### src/rtl/core/svfd_pkg.sv
package svfd_pkg;

    // Frame format: header length in sync bytes and the largest frame size.
    localparam int HEADER_LEN = 2;
    localparam int MAX_SERVOS = 64;

    // The slot field is 6 bits wide, so a frame never holds more than 64 records.
    localparam int SLOT_LIMIT = 64;
    localparam int COUNT_LIMIT = (MAX_SERVOS < SLOT_LIMIT) ? MAX_SERVOS : SLOT_LIMIT;

    localparam logic [1:0]  HDR_LEN   = 2'(HEADER_LEN);
    localparam logic [6:0]  CNT_LIMIT = 7'(COUNT_LIMIT);
    localparam logic [7:0]  SYNC_BYTE = 8'hFF;
    localparam logic [16:0] RAW_SPAN  = 17'd65535;

    // Register map, indexed by paddr[2].
    localparam logic REG_SERVO_COUNT = 1'b0;
    localparam logic REG_FULL_SCALE  = 1'b1;

    localparam logic [6:0]  SERVO_COUNT_RST = 7'd1;
    localparam logic [14:0] FULL_SCALE_RST  = 15'd25736;

    // Position of the next byte within a record.
    typedef enum logic [1:0] {
        PH_ID   = 2'd0,
        PH_LOW  = 2'd1,
        PH_HIGH = 2'd2
    } phase_t;

    // One complete record on its way to the angle scaling pipeline.
    typedef struct packed {
        logic [5:0]  slot;
        logic [7:0]  servo_id;
        logic [15:0] raw;
        logic        last;
    } rec_t;

endpackage

### src/rtl/core/servo_feedback_deframer.sv
// Servo feedback deframer. One received byte is taken per cycle on the rx
// channel, every cycle, until two finished records wait behind a stalled
// result. The block hunts for a header of consecutive 0xFF bytes and
// then splits the following bytes into 3-byte records (id, position low,
// position high); the third byte of each record yields one result transfer
// carrying the slot, id, raw position, a signed angle in units of 2^-13 rad
// and a last-record flag; after a frame's last record the block hunts again.
// Taking the third byte registers the record in stage 1, stage 2 then
// captures the 16 x 15 bit scaling multiply, and the result register
// loads the reduction by 65535. servo_count (address 0) sets the records
// per frame, clamped to 1..64, and full_scale (address 4) sets the angle at
// the ends of the raw range; write them only while no result is pending.
module servo_feedback_deframer (
    input  logic                clk,
    input  logic                rst_n,
    // APB configuration port
    input  logic                psel,
    input  logic                penable,
    input  logic                pwrite,
    input  logic [2:0]          paddr,
    input  logic [31:0]         pwdata,
    output logic [31:0]         prdata,
    output logic                pready,
    // Received byte channel
    input  logic                rx_valid,
    output logic                rx_stall,
    input  logic [7:0]          rx_byte,
    // Result channel
    output logic                res_valid,
    input  logic                res_stall,
    output logic [5:0]          slot,
    output logic [7:0]          servo_id,
    output logic [15:0]         raw_position,
    output logic signed [15:0]  angle,
    output logic                frame_last
);
    import svfd_pkg::*;

    logic [6:0]  servo_count_reg;
    logic [14:0] full_scale_reg;

    logic [1:0]  header_reg;
    logic [1:0]  header_next;
    phase_t      phase_reg;
    phase_t      phase_next;
    logic [5:0]  slot_reg;
    logic [5:0]  slot_next;
    logic [7:0]  held_id_reg;
    logic [7:0]  held_id_next;
    logic [7:0]  held_low_reg;
    logic [7:0]  held_low_next;

    logic        rx_take;
    logic        hunting;
    logic [6:0]  eff_count;
    logic        last_now;
    logic        rec_valid;
    rec_t        rec;
    rec_t        res;
    logic        cfg_write;

    // Configuration registers; a write keeps only each register's width.
    assign pready    = 1'b1;
    assign cfg_write = psel && penable && pwrite && pready;

    always_ff @(posedge clk or negedge rst_n)
    begin
        if (!rst_n)
        begin
            servo_count_reg <= SERVO_COUNT_RST;
            full_scale_reg  <= FULL_SCALE_RST;
        end
        else if (cfg_write)
        begin
            unique case (paddr[2])
                REG_SERVO_COUNT: servo_count_reg <= pwdata[6:0];
                REG_FULL_SCALE:  full_scale_reg  <= pwdata[14:0];
                default:         servo_count_reg <= servo_count_reg;
            endcase
        end
    end

    always_comb
    begin
        unique case (paddr[2])
            REG_SERVO_COUNT: prdata = {25'b0, servo_count_reg};
            REG_FULL_SCALE:  prdata = {17'b0, full_scale_reg};
            default:         prdata = '0;
        endcase
    end

    // Records per frame in force: zero acts as one, large counts clamp.
    always_comb
    begin
        eff_count = servo_count_reg;
        if (eff_count == 7'd0)
        begin
            eff_count = 7'd1;
        end
        else if (eff_count > CNT_LIMIT)
        begin
            eff_count = CNT_LIMIT;
        end
    end

    assign rx_take  = rx_valid && !rx_stall;
    assign hunting  = header_reg < HDR_LEN;
    assign last_now = ({1'b0, slot_reg} + 7'd1) >= eff_count;

    // Next state of the header hunt and the record assembly.
    always_comb
    begin
        header_next   = header_reg;
        phase_next    = phase_reg;
        slot_next     = slot_reg;
        held_id_next  = held_id_reg;
        held_low_next = held_low_reg;
        if (rx_take)
        begin
            if (hunting)
            begin
                phase_next  = PH_ID;
                slot_next   = '0;
                header_next = (rx_byte == SYNC_BYTE) ? (header_reg + 2'd1) : 2'd0;
            end
            else
            begin
                unique case (phase_reg)
                    PH_LOW:
                    begin
                        held_low_next = rx_byte;
                        phase_next    = PH_HIGH;
                    end
                    PH_HIGH:
                    begin
                        phase_next = PH_ID;
                        if (last_now)
                        begin
                            slot_next   = '0;
                            header_next = 2'd0;
                        end
                        else
                        begin
                            slot_next = slot_reg + 6'd1;
                        end
                    end
                    default:
                    begin
                        held_id_next = rx_byte;
                        phase_next   = PH_LOW;
                    end
                endcase
            end
        end
    end

    // A record leaves on the transfer of its high position byte.
    always_comb
    begin
        rec_valid    = rx_take && !hunting && (phase_reg == PH_HIGH);
        rec.slot     = slot_reg;
        rec.servo_id = held_id_reg;
        rec.raw      = {rx_byte, held_low_reg};
        rec.last     = last_now;
    end

    always_ff @(posedge clk or negedge rst_n)
    begin
        if (!rst_n)
        begin
            header_reg   <= 2'd0;
            phase_reg    <= PH_ID;
            slot_reg     <= '0;
            held_id_reg  <= '0;
            held_low_reg <= '0;
        end
        else
        begin
            header_reg   <= header_next;
            phase_reg    <= phase_next;
            slot_reg     <= slot_next;
            held_id_reg  <= held_id_next;
            held_low_reg <= held_low_next;
        end
    end

    // Angle scaling and result buffering.
    svfd_record_pipe u_pipe (
        .clk        (clk),
        .rst_n      (rst_n),
        .full_scale (full_scale_reg),
        .rec_valid  (rec_valid),
        .rec        (rec),
        .rec_stall  (rx_stall),
        .res_valid  (res_valid),
        .res_stall  (res_stall),
        .res        (res),
        .angle      (angle)
    );

    assign slot         = res.slot;
    assign servo_id     = res.servo_id;
    assign raw_position = res.raw;
    assign frame_last   = res.last;

endmodule

### src/rtl/core/svfd_record_pipe.sv
module svfd_record_pipe (
    input  logic                 clk,
    input  logic                 rst_n,
    input  logic [14:0]          full_scale,
    input  logic                 rec_valid,
    input  svfd_pkg::rec_t       rec,
    output logic                 rec_stall,
    output logic                 res_valid,
    input  logic                 res_stall,
    output svfd_pkg::rec_t       res,
    output logic signed [15:0]   angle
);
    import svfd_pkg::*;

    logic        s1_valid_reg;
    rec_t        s1_rec_reg;
    logic        s2_valid_reg;
    rec_t        s2_rec_reg;
    logic [30:0] s2_prod_reg;
    logic        s2_neg_reg;
    logic        out_valid_reg;
    rec_t        out_rec_reg;
    logic [15:0] out_angle_reg;

    logic        out_free;
    logic        s2_free;
    logic        s1_free;

    logic [16:0] twice_raw;
    logic        neg;
    logic [16:0] mag_wide;
    logic [30:0] prod_next;

    logic [31:0] sum;
    logic [15:0] q0;
    logic [31:0] rem;
    logic [15:0] quot;
    logic [15:0] angle_next;

    // Each stage moves on when the stage after it is empty or moving too.
    assign out_free  = !out_valid_reg || !res_stall;
    assign s2_free   = !s2_valid_reg || out_free;
    assign s1_free   = !s1_valid_reg || s2_free;
    assign rec_stall = !s1_free;

    // Stage 1: magnitude of the centered position, times full scale.
    assign twice_raw = {s1_rec_reg.raw, 1'b0};
    assign neg       = ~s1_rec_reg.raw[15];
    assign mag_wide  = neg ? (RAW_SPAN - twice_raw) : (twice_raw - RAW_SPAN);
    assign prod_next = {15'b0, mag_wide[15:0]} * {16'b0, full_scale};

    // Stage 2: divide by 65535 through the reciprocal estimate, which is at
    // most one short, then fix it with one compare against the remainder.
    assign sum  = {1'b0, s2_prod_reg} + {17'b0, s2_prod_reg[30:16]};
    assign q0   = sum[31:16];
    assign rem  = {1'b0, s2_prod_reg} + {16'b0, q0} - {q0, 16'b0};
    assign quot = q0 + {15'b0, (rem >= {15'b0, RAW_SPAN})};
    assign angle_next = s2_neg_reg ? (16'd0 - quot) : quot;

    // Stage valid flags.
    always_ff @(posedge clk or negedge rst_n)
    begin
        if (!rst_n)
        begin
            s1_valid_reg  <= 1'b0;
            s2_valid_reg  <= 1'b0;
            out_valid_reg <= 1'b0;
        end
        else
        begin
            if (s1_free)
            begin
                s1_valid_reg <= rec_valid;
            end
            if (s2_free)
            begin
                s2_valid_reg <= s1_valid_reg;
            end
            if (out_free)
            begin
                out_valid_reg <= s2_valid_reg;
            end
        end
    end

    // Stage payloads.
    always_ff @(posedge clk)
    begin
        if (s1_free)
        begin
            s1_rec_reg <= rec;
        end
        if (s2_free)
        begin
            s2_rec_reg  <= s1_rec_reg;
            s2_prod_reg <= prod_next;
            s2_neg_reg  <= neg;
        end
        if (out_free)
        begin
            out_rec_reg   <= s2_rec_reg;
            out_angle_reg <= angle_next;
        end
    end

    assign res_valid = out_valid_reg;
    assign res       = out_rec_reg;
    assign angle     = out_angle_reg;

endmodule

### config.mk
export PLATFORM = sky130hd
export DESIGN_NAME = servo_feedback_deframer
export DESIGN_NICKNAME = d
export VERILOG_FILES = /design/src/rtl/core/svfd_pkg.sv /design/src/rtl/core/servo_feedback_deframer.sv /design/src/rtl/core/svfd_record_pipe.sv
export SDC_FILE = /design/constraint.sdc
export NUM_CORES = 1
export LEC_CHECK = 0
export BUFFER_PORTS_ARGS = -buffer_cell sky130_fd_sc_hd__buf_2
export CORE_ASPECT_RATIO = 0.7
export CORE_MARGIN = 2
export CORE_UTILIZATION = 50
export DETAILED_ROUTE_END_ITERATION = 8
export HOLD_SLACK_MARGIN = 0.15
export PLACE_DENSITY = 0.72
export SYNTH_ARGS = -nofsm -noshare
export SYNTH_HDL_FRONTEND = slang
export SYNTH_HIERARCHICAL = 1
export SYNTH_SLANG_ARGS = --single-unit
### constraint.sdc
create_clock -name clk -period 13.65 [get_ports clk]
set_clock_uncertainty 0.1 [all_clocks]
set_input_delay 2.73 -clock clk [delete_from_list [all_inputs] [get_ports clk]]
set_output_delay 2.73 -clock clk [all_outputs]
set_load 0.005 [all_outputs]
Yosys cells after proc, flatten, opt, wreduce, memory -nomap -nowiden
Index checks and enable logic that the tools add are counted.
{ "totals": {"output_inout_bits": 82, "wordCells": 85, "register_bits": 192} }
{ "op_classes": {"addsub": 10, "magnitude_cmp": 4, "n_eq_ne": 3, "mul": 1, "bitwise_logic": 4, "mux": 14, "n_reduce_logical": 24} }
{ "ops": {"columns": ["operator", "count"], "rows": [
  ["case mux 32 bit (2 select lines)", 1],
  ["adder 31 x 15 -> 32 bit", 1],
  ["adder 31 x 16 -> 32 bit", 1],
  [">= comparator 32 x 16 -> 1 bit, second input constant", 1],
  ["2-to-1 mux 16 bit", 2],
  ["subtractor 32 bit", 1],
  ["multiplier 16 x 15 -> 31 bit", 1],
  ["2-to-1 mux 6 bit", 3],
  ["adder 16 x 1 -> 16 bit", 1],
  ["subtractor 1 x 16 -> 16 bit, first input constant", 1],
  ["subtractor 16 bit, first input constant", 1],
  ["subtractor 16 bit, second input constant", 1],
  ["2-to-1 mux 7 bit", 2],
  ["2-to-1 mux 2 bit", 5],
  ["AND reduction 3 bit", 3],
  ["equality test 8 bit, second input constant", 1],
  ["adder 6 x 1 -> 7 bit, second input constant", 1],
  [">= comparator 7 bit", 1],
  ["greater-than comparator 7 bit, second input constant", 1],
  ["logical NOT 7 bit", 1],
  ["adder 6 x 1 -> 6 bit, second input constant", 1],
  ["logical NOT 1 bit", 6],
  ["AND reduction 2 bit", 3],
  ["logical AND 1 bit", 5],
  ["other kinds (9)", 15]
]} }

Logic depth before layout (Yosys ltp)
Gate-level depths: netlist of the first run.
{ "logic_depth": {"ltp_word": 7, "ltp_mapped": 37, "ltp_nobuf": 36} }

Cells and area by module
The synthesis of the first run kept the hierarchy.
{ "by_module_without_submodules": {"columns": ["module", "seq_area_each_um2", "cells_per_inst", "area_per_inst_um2", "instances"], "rows": [
  ["svfd_record_pipe", 4309.1, 1507, 15503.6, 1],
  ["servo_feedback_deframer", 1208.7, 209, 2516.2, 1]
]} }

Least setup slack after synthesis of the first run
OpenSTA, ideal clock, no wires.
{ "synth_path": {"kind": "register -> register", "startpoint": "reg u_pipe.s2_prod_reg[17]", "endpoint": "reg u_pipe.out_angle_reg[15], in the netlist u_pipe/angle[15], data pin", "path_slack_ns": 5.839, "t_arrival_ns": 7.451, "period_less_slack_ns": 7.811, "required_ns": 13.290, "path_stages_with_launch": 38, "cell_sequence": "edfxtp_1 ha_1 a31oi_1 nor2b_1 o2111ai_1 a211o_1 a211oi_1 nand4_1 nor2b_1 and2_1 ha_1 inv_1 ha_1 inv_1 ha_1 clkbuf_1 a21o_1 a21o_1 [2 not listed] o31a_1 or4_1 a21oi_1 nand4_1 nor4b_1 nand4_1 ha_1 ha_1 nand4_1 nor2_1 nor4_1 o21ai_1 or2_1 or2_0 nand2b_4 o41ai_4 xor2_1 xnor2_1"} }
{ "synth_between": {"elab_chain_cells": 7} }
{ "synth_lines": {"columns": ["element", "line_no", "source"], "rows": [
  ["start: declaration", "svfd_record_pipe.sv:19", "logic [30:0] s2_prod_reg;"],
  ["start signal: assignment", "svfd_record_pipe.sv:96", "s2_prod_reg <= prod_next;"],
  ["adder 31 x 15 -> 32 bit", "svfd_record_pipe.sv:54", "assign sum = {1'b0, s2_prod_reg} + {17'b0, s2_prod_reg[30:16]};"],
  ["adder 31 x 16 -> 32 bit", "svfd_record_pipe.sv:56", "assign rem = {1'b0, s2_prod_reg} + {16'b0, q0} - {q0, 16'b0};"],
  ["subtractor 32 bit", "svfd_record_pipe.sv:56", null],
  [">= comparator 32 x 16 -> 1 bit", "svfd_record_pipe.sv:57", "assign quot = q0 + {15'b0, (rem >= {15'b0, RAW_SPAN})};"],
  ["adder 16 x 1 -> 16 bit (*)", "svfd_record_pipe.sv:57", null],
  ["subtractor 1 x 16 -> 16 bit", "svfd_record_pipe.sv:58", "assign angle_next = s2_neg_reg ? (16'd0 - quot) : quot;"],
  ["2-to-1 mux 16 bit (*)", "svfd_record_pipe.sv:58", null],
  ["via u_pipe.angle_next[15]", "svfd_record_pipe.sv:38", "logic [15:0] angle_next;"],
  ["end signal: assignment", "svfd_record_pipe.sv:102", "out_angle_reg <= angle_next;"],
  ["end: declaration", "svfd_record_pipe.sv:23", "logic [15:0] out_angle_reg;"]
]} }
The timed path passes the listed nets; every way through them passes the cells marked *.
A chain may end at the register's enable or synchronous reset.

Final worst setup path of the first run
Ends and elaborated chain as after synthesis.

==> metrics.cfg, run 1 <==
[logic_synthesis]
async_flop_share_pct = 26.56
synth_seq_cells = 192
synth_top_area_share_pct = 23.50
synth_edf_count = 141
netlist_area_sq_um = 18020
synth-main-ff-cell = edfxtp_1
synth.avg_cell_area_sq_um = 10.50
yosysTopAreaCell = edfxtp_1
ys_seq_area_share_pct = 30.62
netlist_instances = 1716
synth_warnings = 6
synth.area.top_cells = edfxtp_1 23%, fa_1 20%, ha_1 13%, dfrtp_1 6.2%, inv_1 5.1%
synth.distinct_cells = 74

[global_route]
grt_max_degree = 65
gr-total-overflow = 0
grt_pass1_vias = 12773
grt_use_total_pct = 22.76
antenna_found_initial = 0
grt_pass1_wl_um = 67250

[clock_network]
clkSinkCount = 192
post_cts_resize_count = 0
path_clk_slew_ps = 90
cts_root_buffer = clkbuf_16
h-tree-depth = 4
postCtsHoldBufs = 0
cts_tree = yes
cts.path.max_buffers = 2
clk_latency_ps = 450
numCtsBuffers = 17
cts_setup_buffers = 0

[finish]
final_cell_mix = 244 x inv_1, 183 x ha_1, 180 x fa_1, 179 x nand2_1, 141 x edfxtp_1
drive_above_1_share_pct = 11.81
final_common_cell = inv_1
register_area_sq_um = 5518
fin_cells = 2283
multiInputGateArea_sq_um = 11360
diodes = 0
fin_nets = 2203
area_growth_syn_to_layout_pct = 8.860
fillers = 3047

[die]
top_level_ports = 132
initial_core_util_pct = 50.47
num_rows = 58
die_w_um = 230.9
dieHeight_um = 162.8
dieArea_sq_um = 37600
core_sq_um = 35700

[timing]
setup_ws_ps = 4181
fin_setup_tns_ps = 0
fin_crit_sh_pct = 69.37
relSlewSlack_pct = 22.69
max_freq_ghz = 0.1056
post-route-min-period_ps = 9469
worst_pin_slew_ps = 1156
finalHoldViolations = 0
report.final.slew_viol_count = 0
setup_violations = 0
rsz0062_at_grt = false

[flow_run]
max_cap_viol_count = 0

[hold_path]
hold_class = reg -> reg

[critical_path]
worst_path_max_delay_cell = edfxtp_1
startpoint_type = flip-flop
criticalPathCategory = reg -> reg
reg2reg_slack_ps = 4180
crit_arrival_ps = 9560
end_kind = flip-flop
critical_path.max_fanout = 9
cpMostUsedCell = ha_1
critPathRequiredTime_ps = 13750
cpPeakStageDelay_ps = 480

[place]
numPlacedInstances = 2251
gp_congestion = 0.8796
port_buffers = 94
hpwl_um = 31470
place_ws_ps = 4323

[drt]
wire_per_inst_um = 18.00
ant_nets = 0
drt-vias-per-instance = 5.540
drt-initial-drc-count = 933
first_pass_iters = 5
drt_wl_total_um = 41100
drc_errors = 0
dr_total_vias = 12647

[run_status]
outcome = finished clean

==> layout make-up <==
type                       instances  share of cell area, %
multi-input combinational       1227                  57.92
sequential                       192                  28.13
inverter                         246                  4.707
tap                              480                  3.062
timing repair buffer             106                  2.858
clock buffer                      17                  2.169
clock inverter                    15                  1.161
==> through the flow <==
stage	hold WS, ps	cell area [sq um]	utilization, %
final	318.0	19620	54.94
after global routing	321.5	19620	54.94
after global placement	301.0	18960	53.11
after CTS	315.4	19620	54.94
after detailed placement	304.5	18960	53.11
after floorplan	300.3	18080	-
==> kinds of logic after synthesis <==
kind of cell | Yosys count | synth area share [%]
xor+xnor | 105 | 5.103
other cells | 2 | 0.04168
compound gates | 228 | 8.402
flops | 192 | 30.62
buf+inv | 313 | 7.041
fa+ha+maj | 363 | 32.70
mux | 47 | 2.930
simple gates | 466 | 13.16
==> per-layer routing <==
| layer | global-route usage, % | vias up | share of wire [%] |
|---|---|---|---|
| met4 | 4.311 | 0 | 1.3 |
| met3 | 4.517 | 54 | 7.3 |
| li1 | - | 5843 | - |
| met5 | 0 | - | 0 |
| met2 | 34.90 | 436 | 45 |
| met1 | 33.73 | 6314 | 47 |
==> critical path: cells and delay by family, from the launching register on <==
| family | cells | cell delay [ps] |
|---|---|---|
| xor gates and xnor gates | 2 | 340 |
| buffers and inverters | 2 | 200 |
| and+or+nand+nor | 15 | 3180 |
| AOI/OAI and AO/OA | 11 | 3030 |
| adders and majority gates | 6 | 1910 |
| DFF | 1 | 480 |
==> cell usage after synthesis (4+ instances only) <==
library cell  count
a211oi_1          6
a21o_1           37
a21oi_1          60
a31oi_1           7
and2_1          113
and3_1           17
buf_4            23
clkbuf_1         43
dfrtp_1          45
dfstp_2           6
edfxtp_1        141
fa_1            180
ha_1            183
inv_1           244
mux2_2           46
nand2_1         180
nand2b_1         15
nand3_1          20
nand4_1          20
nand4b_1          4
nor2_1           43
nor2b_1          12
nor3_1           18
nor4_1            5
o2111ai_1         4
o211ai_1          6
o21a_1           11
o21ai_0          47
o21ai_1           4
o21bai_1          8
o22ai_1           5
xnor2_1          82
xor2_1           23
==> worst paths after layout <==
check	from	endpoint	cells past startpoint
setup / recovery	u_pipe/s2_prod_reg[17]	u_pipe/angle[15]	36
hold / removal	u_pipe/s2_rec_reg[25]	u_pipe/res[25]	0
setup reg to reg	u_pipe/s2_prod_reg[17]	u_pipe/angle[15]	36
hold reg to reg	u_pipe/s2_rec_reg[25]	u_pipe/res[25]	0
max in group asynchronous	rst_n	slot_reg[1]	2
min in group asynchronous	rst_n	held_id_reg[7]	2
Power of run 1 is not shown: default switching activity piles up to over one toggle a cycle in this logic, so the estimate is an artifact.
==> run 2: changes to the inputs <==
PLACE_DENSITY = 0.75   (was 0.72)
clock period = 8.7 ns   (was 13.65 ns; I/O delays follow)
==> run 2 against run 1 <==
- clock-buffer cell count is the same
- sequential share of layout area is 0.74 points lower
- critical endpoint unchanged
- worst setup slack worse by 3700 ps
- non-clock buffer count grew 66
- global-route usage increased by 0.15 points
- critical path depth decreased by 1
- sequential cell count unchanged
==> metrics.cfg, run 2 (same netlist as run 1, synthesis figures left out) <==
[drt]
first_pass_iters = 6  ; +1
drt-initial-drc-count = 1197  ; +28%
wire_per_inst_um = 18.00  ; about the same
drt-vias-per-instance = 5.537  ; about the same
drt_wl_total_um = 42290  ; +2.9%
drc_errors = 0  ; unchanged
dr_total_vias = 13007  ; +2.8%
ant_nets = 0  ; unchanged

[die]
initial_core_util_pct = 50.47  ; unchanged
die_w_um = 230.9  ; unchanged
dieHeight_um = 162.8  ; unchanged
top_level_ports = 132  ; unchanged
core_sq_um = 35700  ; unchanged
num_rows = 58  ; unchanged
dieArea_sq_um = 37600  ; unchanged

[timing]
post-route-min-period_ps = 8240  ; -1229 ps
report.final.slew_viol_count = 0  ; unchanged
relSlewSlack_pct = 24.76  ; +2.1 points
finalHoldViolations = 0  ; unchanged
fin_crit_sh_pct = 94.71  ; +25 points
max_freq_ghz = 0.1214  ; +15%
worst_pin_slew_ps = 1125  ; -30.94 ps
setup_ws_ps = 460.2  ; -3721 ps
timing.hold.ws_ps = 313.1  ; -4.913 ps
setup_violations = 0  ; unchanged

[clock_network]
cts_root_buffer = clkbuf_16
numCtsBuffers = 17  ; unchanged
clk_latency_ps = 450  ; about the same
clkSinkCount = 192  ; unchanged
cts.path.max_buffers = 2  ; unchanged
cts_tree = yes
path_clk_slew_ps = 90  ; about the same
postCtsHoldBufs = 0  ; unchanged
h-tree-depth = 4  ; unchanged

[finish]
final_cell_mix = 244 x inv_1, 181 x ha_1, 180 x fa_1, 179 x nand2_1, 141 x edfxtp_1
drive_above_1_share_pct = 15.36  ; +3.5 points
register_area_sq_um = 5518  ; unchanged
final_area_sq_um = 20150  ; +2.7%
fillers = 2976  ; -2.3%
area_growth_syn_to_layout_pct = 11.80
fin_nets = 2269  ; +3.0%
fin_util_pct = 56.43  ; +1.5 points
diodes = 0  ; unchanged
final_common_cell = inv_1
multiInputGateArea_sq_um = 11400  ; +0.31%

[critical_path]
critical_path.max_fanout = 5  ; -4
cpPeakStageDelay_ps = 480  ; about the same
end_kind = flip-flop
worst_path_max_delay_cell = edfxtp_1
criticalPathCategory = reg -> reg
startpoint_type = flip-flop
critPathRequiredTime_ps = 8800  ; -4950 ps
cpMostUsedCell = nand4_1
crit_arrival_ps = 8340  ; -1220 ps

[flow_run]
max_cap_viol_count = 0  ; unchanged

[global_route]
antenna_found_initial = 0  ; unchanged
grt_max_degree = 65  ; unchanged
grt_use_total_pct = 22.91  ; +0.15 points
grt_pass1_vias = 12895  ; +0.96%
grt_pass1_wl_um = 67760  ; +0.77%
gr-total-overflow = 0  ; unchanged

[hold_path]
hold_class = reg -> reg

[place]
gp_congestion = 0.9161  ; +4.1%
hpwl_um = 32760  ; +4.1%
place_ws_ps = 145.5  ; -4177 ps
place_area_sq_um = 19390  ; +2.3%
port_buffers = 94  ; unchanged

[run_status]
outcome = finished clean

==> run 2: area by class of cell <==
class | instances | share of cell area [%]
Clock inverter | 15 | 1.130
Timing Repair Buffer | 172 | 5.242
Clock buffer | 17 | 2.112
Multi-Input combinational cell | 1227 | 56.56
Inverter | 246 | 4.583
Sequential cell | 192 | 27.39
Tap cell | 480 | 2.981
==> run 2: final timing paths <==
check / start / endpoint / slack, ps / depth (start not counted)
setup reg to reg: u_pipe/s2_prod_reg[9] / u_pipe/angle[15] / 460 / 35
setup / recovery: u_pipe/s2_prod_reg[9] / u_pipe/angle[15] / 460 / 35
hold reg to reg: u_pipe/s2_rec_reg[9] / u_pipe/res[9] / 310 / 0
hold / removal: u_pipe/s2_rec_reg[9] / u_pipe/res[9] / 310 / 0
min in group asynchronous: rst_n / held_id_reg[6] / 1290 / 2
max in group asynchronous: rst_n / slot_reg[1] / 6730 / 2
==> run 2: timing repair <==
action | 4_1_cts | 5_1_grt
setup buffers | 0 | 1
setup endpoints to repair | 0 | 5
resized for setup | 0 | 18
endpoints found under the hold margin | 0 | 0
==> run 2: metrics by stage <==
step	std cells	setup TNS (ps)
after global placement	2316	0
after detailed placement	2316	0
after CTS	2348	0
after floorplan	1732	0
after global routing	2349	-7.156
final	2349	0
==> run 2: per-layer routing <==
metal / vias up / share of wire (%) / GRT usage [%]
met4: 0 / 1.6 / 5.425
met3: 60 / 8.5 / 3.887
met2: 523 / 44 / 34.18
met5: - / 0 / 0
li1: 5964 / - / -
met1: 6460 / 46 / 34.77
==> run 2: critical path, delay by kind of cell, from the launching register on <==
| family | cells | cell delay, ps |
|---|---|---|
| flops | 1 | 480 |
| xor+xnor | 3 | 430 |
| buf+inv | 3 | 490 |
| simple gates | 14 | 2830 |
| fa+ha+maj | 4 | 1240 |
| compound gates | 11 | 2420 |
Power of run 2 is left out for the same reason.
==> run 3: changes to the inputs <==
ABC_AREA = 1   (was unset)
==> run 3 against run 2 <==
- wire length up 17%
- via count rose by 18%
- critical path depth decreased by 11
- clock-buffer cell count unchanged
- register-to-register slack better by 900 ps
- global-route usage up 3.1 points
- first-iteration DRC count up 33%
- maximum frequency rose by 12%
==> metrics.cfg, run 3 <==
[run_status]
outcome = finished clean

[timing]
relSlewSlack_pct = 43.49  ; +19 points
fin_setup_tns_ps = 0  ; unchanged
post-route-min-period_ps = 7336  ; -903.8 ps
worst_pin_slew_ps = 847.6  ; -277.0 ps
timing.hold.ws_ps = 322.3  ; +9.249 ps
finalHoldViolations = 0  ; unchanged
fin_crit_sh_pct = 84.32  ; -10 points
report.final.slew_viol_count = 0  ; unchanged
max_freq_ghz = 0.1363  ; +12%
rsz0062_at_grt = false
setup_violations = 0  ; unchanged

[place]
gp_congestion = 0.9475  ; +3.4%
port_buffers = 94  ; unchanged
numPlacedInstances = 2813  ; +21%
hpwl_um = 40250  ; +23%

[finish]
area_growth_syn_to_layout_pct = 8.192
final_cell_mix = 571 x nand2_1, 430 x inv_1, 209 x nor2_1, 183 x ha_1, 180 x fa_1
final_common_cell = nand2_1
fillers = 3310  ; +11%
register_area_sq_um = 5518  ; unchanged
multiInputGateArea_sq_um = 11610  ; +1.8%
fin_cells = 2846  ; +21%
fin_nets = 2757  ; +22%
drive_above_1_share_pct = 8.316  ; -7.0 points

[logic_synthesis]
netlist_area_sq_um = 19000  ; +5.4%
synth.avg_cell_area_sq_um = 8.396  ; -20%
async_flop_share_pct = 26.56  ; unchanged
synth_warnings = 6  ; unchanged
yosysTopAreaCell = edfxtp_1
synth_most_common_cell = nand2_1
synth-main-ff-cell = edfxtp_1
synth_seq_cells = 192  ; unchanged
synth.distinct_cells = 50  ; -32%
synth_top_area_share_pct = 22.28  ; -1.2 points
ys_seq_area_share_pct = 29.04  ; -1.6 points
netlist_instances = 2263  ; +32%
synth.area.top_cells = edfxtp_1 22%, fa_1 19%, ha_1 12%, nand2_1 11%, inv_1 8.5%
netlist_top_cells_count = 572 x nand2_1, 431 x inv_1, 209 x nor2_1
synth_edf_count = 141  ; unchanged

[die]
core_sq_um = 37280  ; +4.4%
dieHeight_um = 167.1  ; +2.6%
dieArea_sq_um = 39600  ; +5.3%
num_rows = 59  ; +1.7%
initial_core_util_pct = 50.97  ; +0.50 points
die_w_um = 237.0  ; +2.6%
top_level_ports = 132  ; unchanged

[critical_path]
startpoint_type = flip-flop
reg2reg_depth = 24  ; -31%
criticalPathCategory = reg -> reg
path_cells = inv_1 -> or2_2 -> nand2_1 -> inv_1 -> nand2_1 -> fa_1 -> inv_1 -> fa_1 -> inv_1 -> fa_1 -> inv_1 -> fa_1 -> fa_1 -> fa_1 -> ha_1 -> nand2_1 -> nor2_1 -> inv_1 -> o21ai_2 -> a21oi_1 -> o21ai_0 -> nand2_1 -> nand2_1 -> xor2_1
r2r-start = u_pipe/s1_rec_reg[16]
critPathRequiredTime_ps = 8800  ; about the same
crit_family = adder cells
critical_path.max_fanout = 31  ; +26
crit_buf_inv = 6  ; +3
timing.rr.end = u_pipe/s2_prod_reg[20]
cp_num_cells = 24  ; -31%
cpPeakStageDelay_ps = 560  ; +80 ps
end_kind = flip-flop
reg2reg_slack_ps = 1360  ; +900 ps
crit_arrival_ps = 7440  ; -900 ps
worst_path_max_delay_cell = fa_1

[clock_network]
h-tree-depth = 4  ; unchanged
clk_latency_ps = 460  ; about the same
cts.path.max_buffers = 2  ; unchanged
numCtsBuffers = 17  ; unchanged
cts_setup_buffers = 0  ; unchanged
cts_root_buffer = clkbuf_16
cts_tree = yes
clkSinkCount = 192  ; unchanged
path_clk_slew_ps = 90  ; about the same
postCtsHoldBufs = 0  ; unchanged
post_cts_resize_count = 0  ; unchanged

[drt]
dr_total_vias = 15352  ; +18%
drt_wl_total_um = 49380  ; +17%
wire_per_inst_um = 17.35  ; -3.6%
drt-vias-per-instance = 5.394  ; -2.6%
drc_errors = 0  ; unchanged
first_pass_iters = 8  ; +2
ant_nets = 0  ; unchanged
drt-initial-drc-count = 1588  ; +33%

[hold_path]
hold_depth = 0  ; unchanged
hold_end = u_pipe/res[16]
hold_class = reg -> reg
hp-start = u_pipe/s2_rec_reg[16]

[global_route]
grt_pass1_wl_um = 80560  ; +19%
grt_pass1_vias = 15125  ; +17%
grt_max_degree = 65  ; unchanged
grt_use_total_pct = 26.05  ; +3.1 points
antenna_found_initial = 1  ; +1
gr-total-overflow = 0  ; unchanged

[flow_run]
max_cap_viol_count = 0  ; unchanged

-- run 3: cell types whose count changed in the layout (fill, tap and decap cells not counted), sizes merged, moves of 33 or more --
cell / before / now
a21o: 37 / 4
xnor2: 82 / 28
nand2: 180 / 579
inv: 257 / 446
and2: 113 / 2
o21ai: 51 / 84
mux2: 46 / 0
nor2: 43 / 211
nand3: 22 / 81
buf: 172 / 99
-- run 3: how the worst max path moves through the flow --
stage | startpoint | end | slack [ps]
6_report | u_pipe/s1_rec_reg[16] | u_pipe/s2_prod_reg[20] | 1360
5_1_grt | u_pipe/s2_prod_reg[22] | u_pipe/angle[11] | 920
4_1_cts | u_pipe/s1_rec_reg[16] | u_pipe/s2_prod_reg[29] | 1500
3_5_place_dp | u_pipe/s1_rec_reg[16] | u_pipe/s2_prod_reg[20] | 1520
3_3_place_gp | u_pipe/s1_rec_reg[16] | u_pipe/s2_prod_reg[26] | 1570
2_1_floorplan | u_pipe/s1_rec_reg[16] | u_pipe/s2_prod_reg[27] | 2460
-- run 3: layout make-up --
| class | count | area share [%] |
|---|---|---|
| Antenna cell | 1 | 0.01217 |
| Clock buffer | 17 | 2.069 |
| Clock inverter | 15 | 1.163 |
| Inverter | 439 | 8.016 |
| Multi-Input combinational cell | 1595 | 56.46 |
| Sequential cell | 192 | 26.84 |
| Tap cell | 488 | 2.970 |
| Timing Repair Buffer | 99 | 2.471 |
-- run 3: metal layers --
metal / GRT usage [%] / routed length [um] / share of wire, % / up-vias
met3: 5.572 / 5353 / 11 / 56
met1: 40.39 / 23110 / 47 / 7394
li1: - / - / - / 7203
met4: 5.476 / 665 / 1.3 / 0
met2: 37.42 / 20250 / 41 / 699
met5: 0 / 0 / 0 / -
-- run 3: per-stage QoR --
step | area, sq um | worst slack [ps] | utilization [%]
6_report | 20560 | 1364 | 55.14
5_1_grt | 20560 | 917.2 | 55.14
4_1_cts | 20550 | 1501 | 55.14
3_5_place_dp | 19890 | 1523 | 53.35
3_3_place_gp | 19890 | 1573 | 53.35
2_1_floorplan | 19060 | 2458 | -
-- run 3: worst register-to-register path: cells and delay by family, from the launching register on --
kind,cells,cell delay [ps]
DFF,1,390
adders and majority gates,7,3470
AOI/OAI and AO/OA,3,710
and+or+nand+nor,7,1080
buffers and inverters,6,1270
xor gates and xnor gates,1,60
-- run 3: cells by family after synthesis --
group | count (synthesis) | share of synthesized area (%)
compound gates | 188 | 5.630
xor+xnor | 68 | 3.135
fa+ha+maj | 363 | 31.02
buf+inv | 492 | 10.21
flops | 192 | 29.04
other cells | 2 | 0.03952
simple gates | 958 | 20.93
Power of run 3 is left out for the same reason.
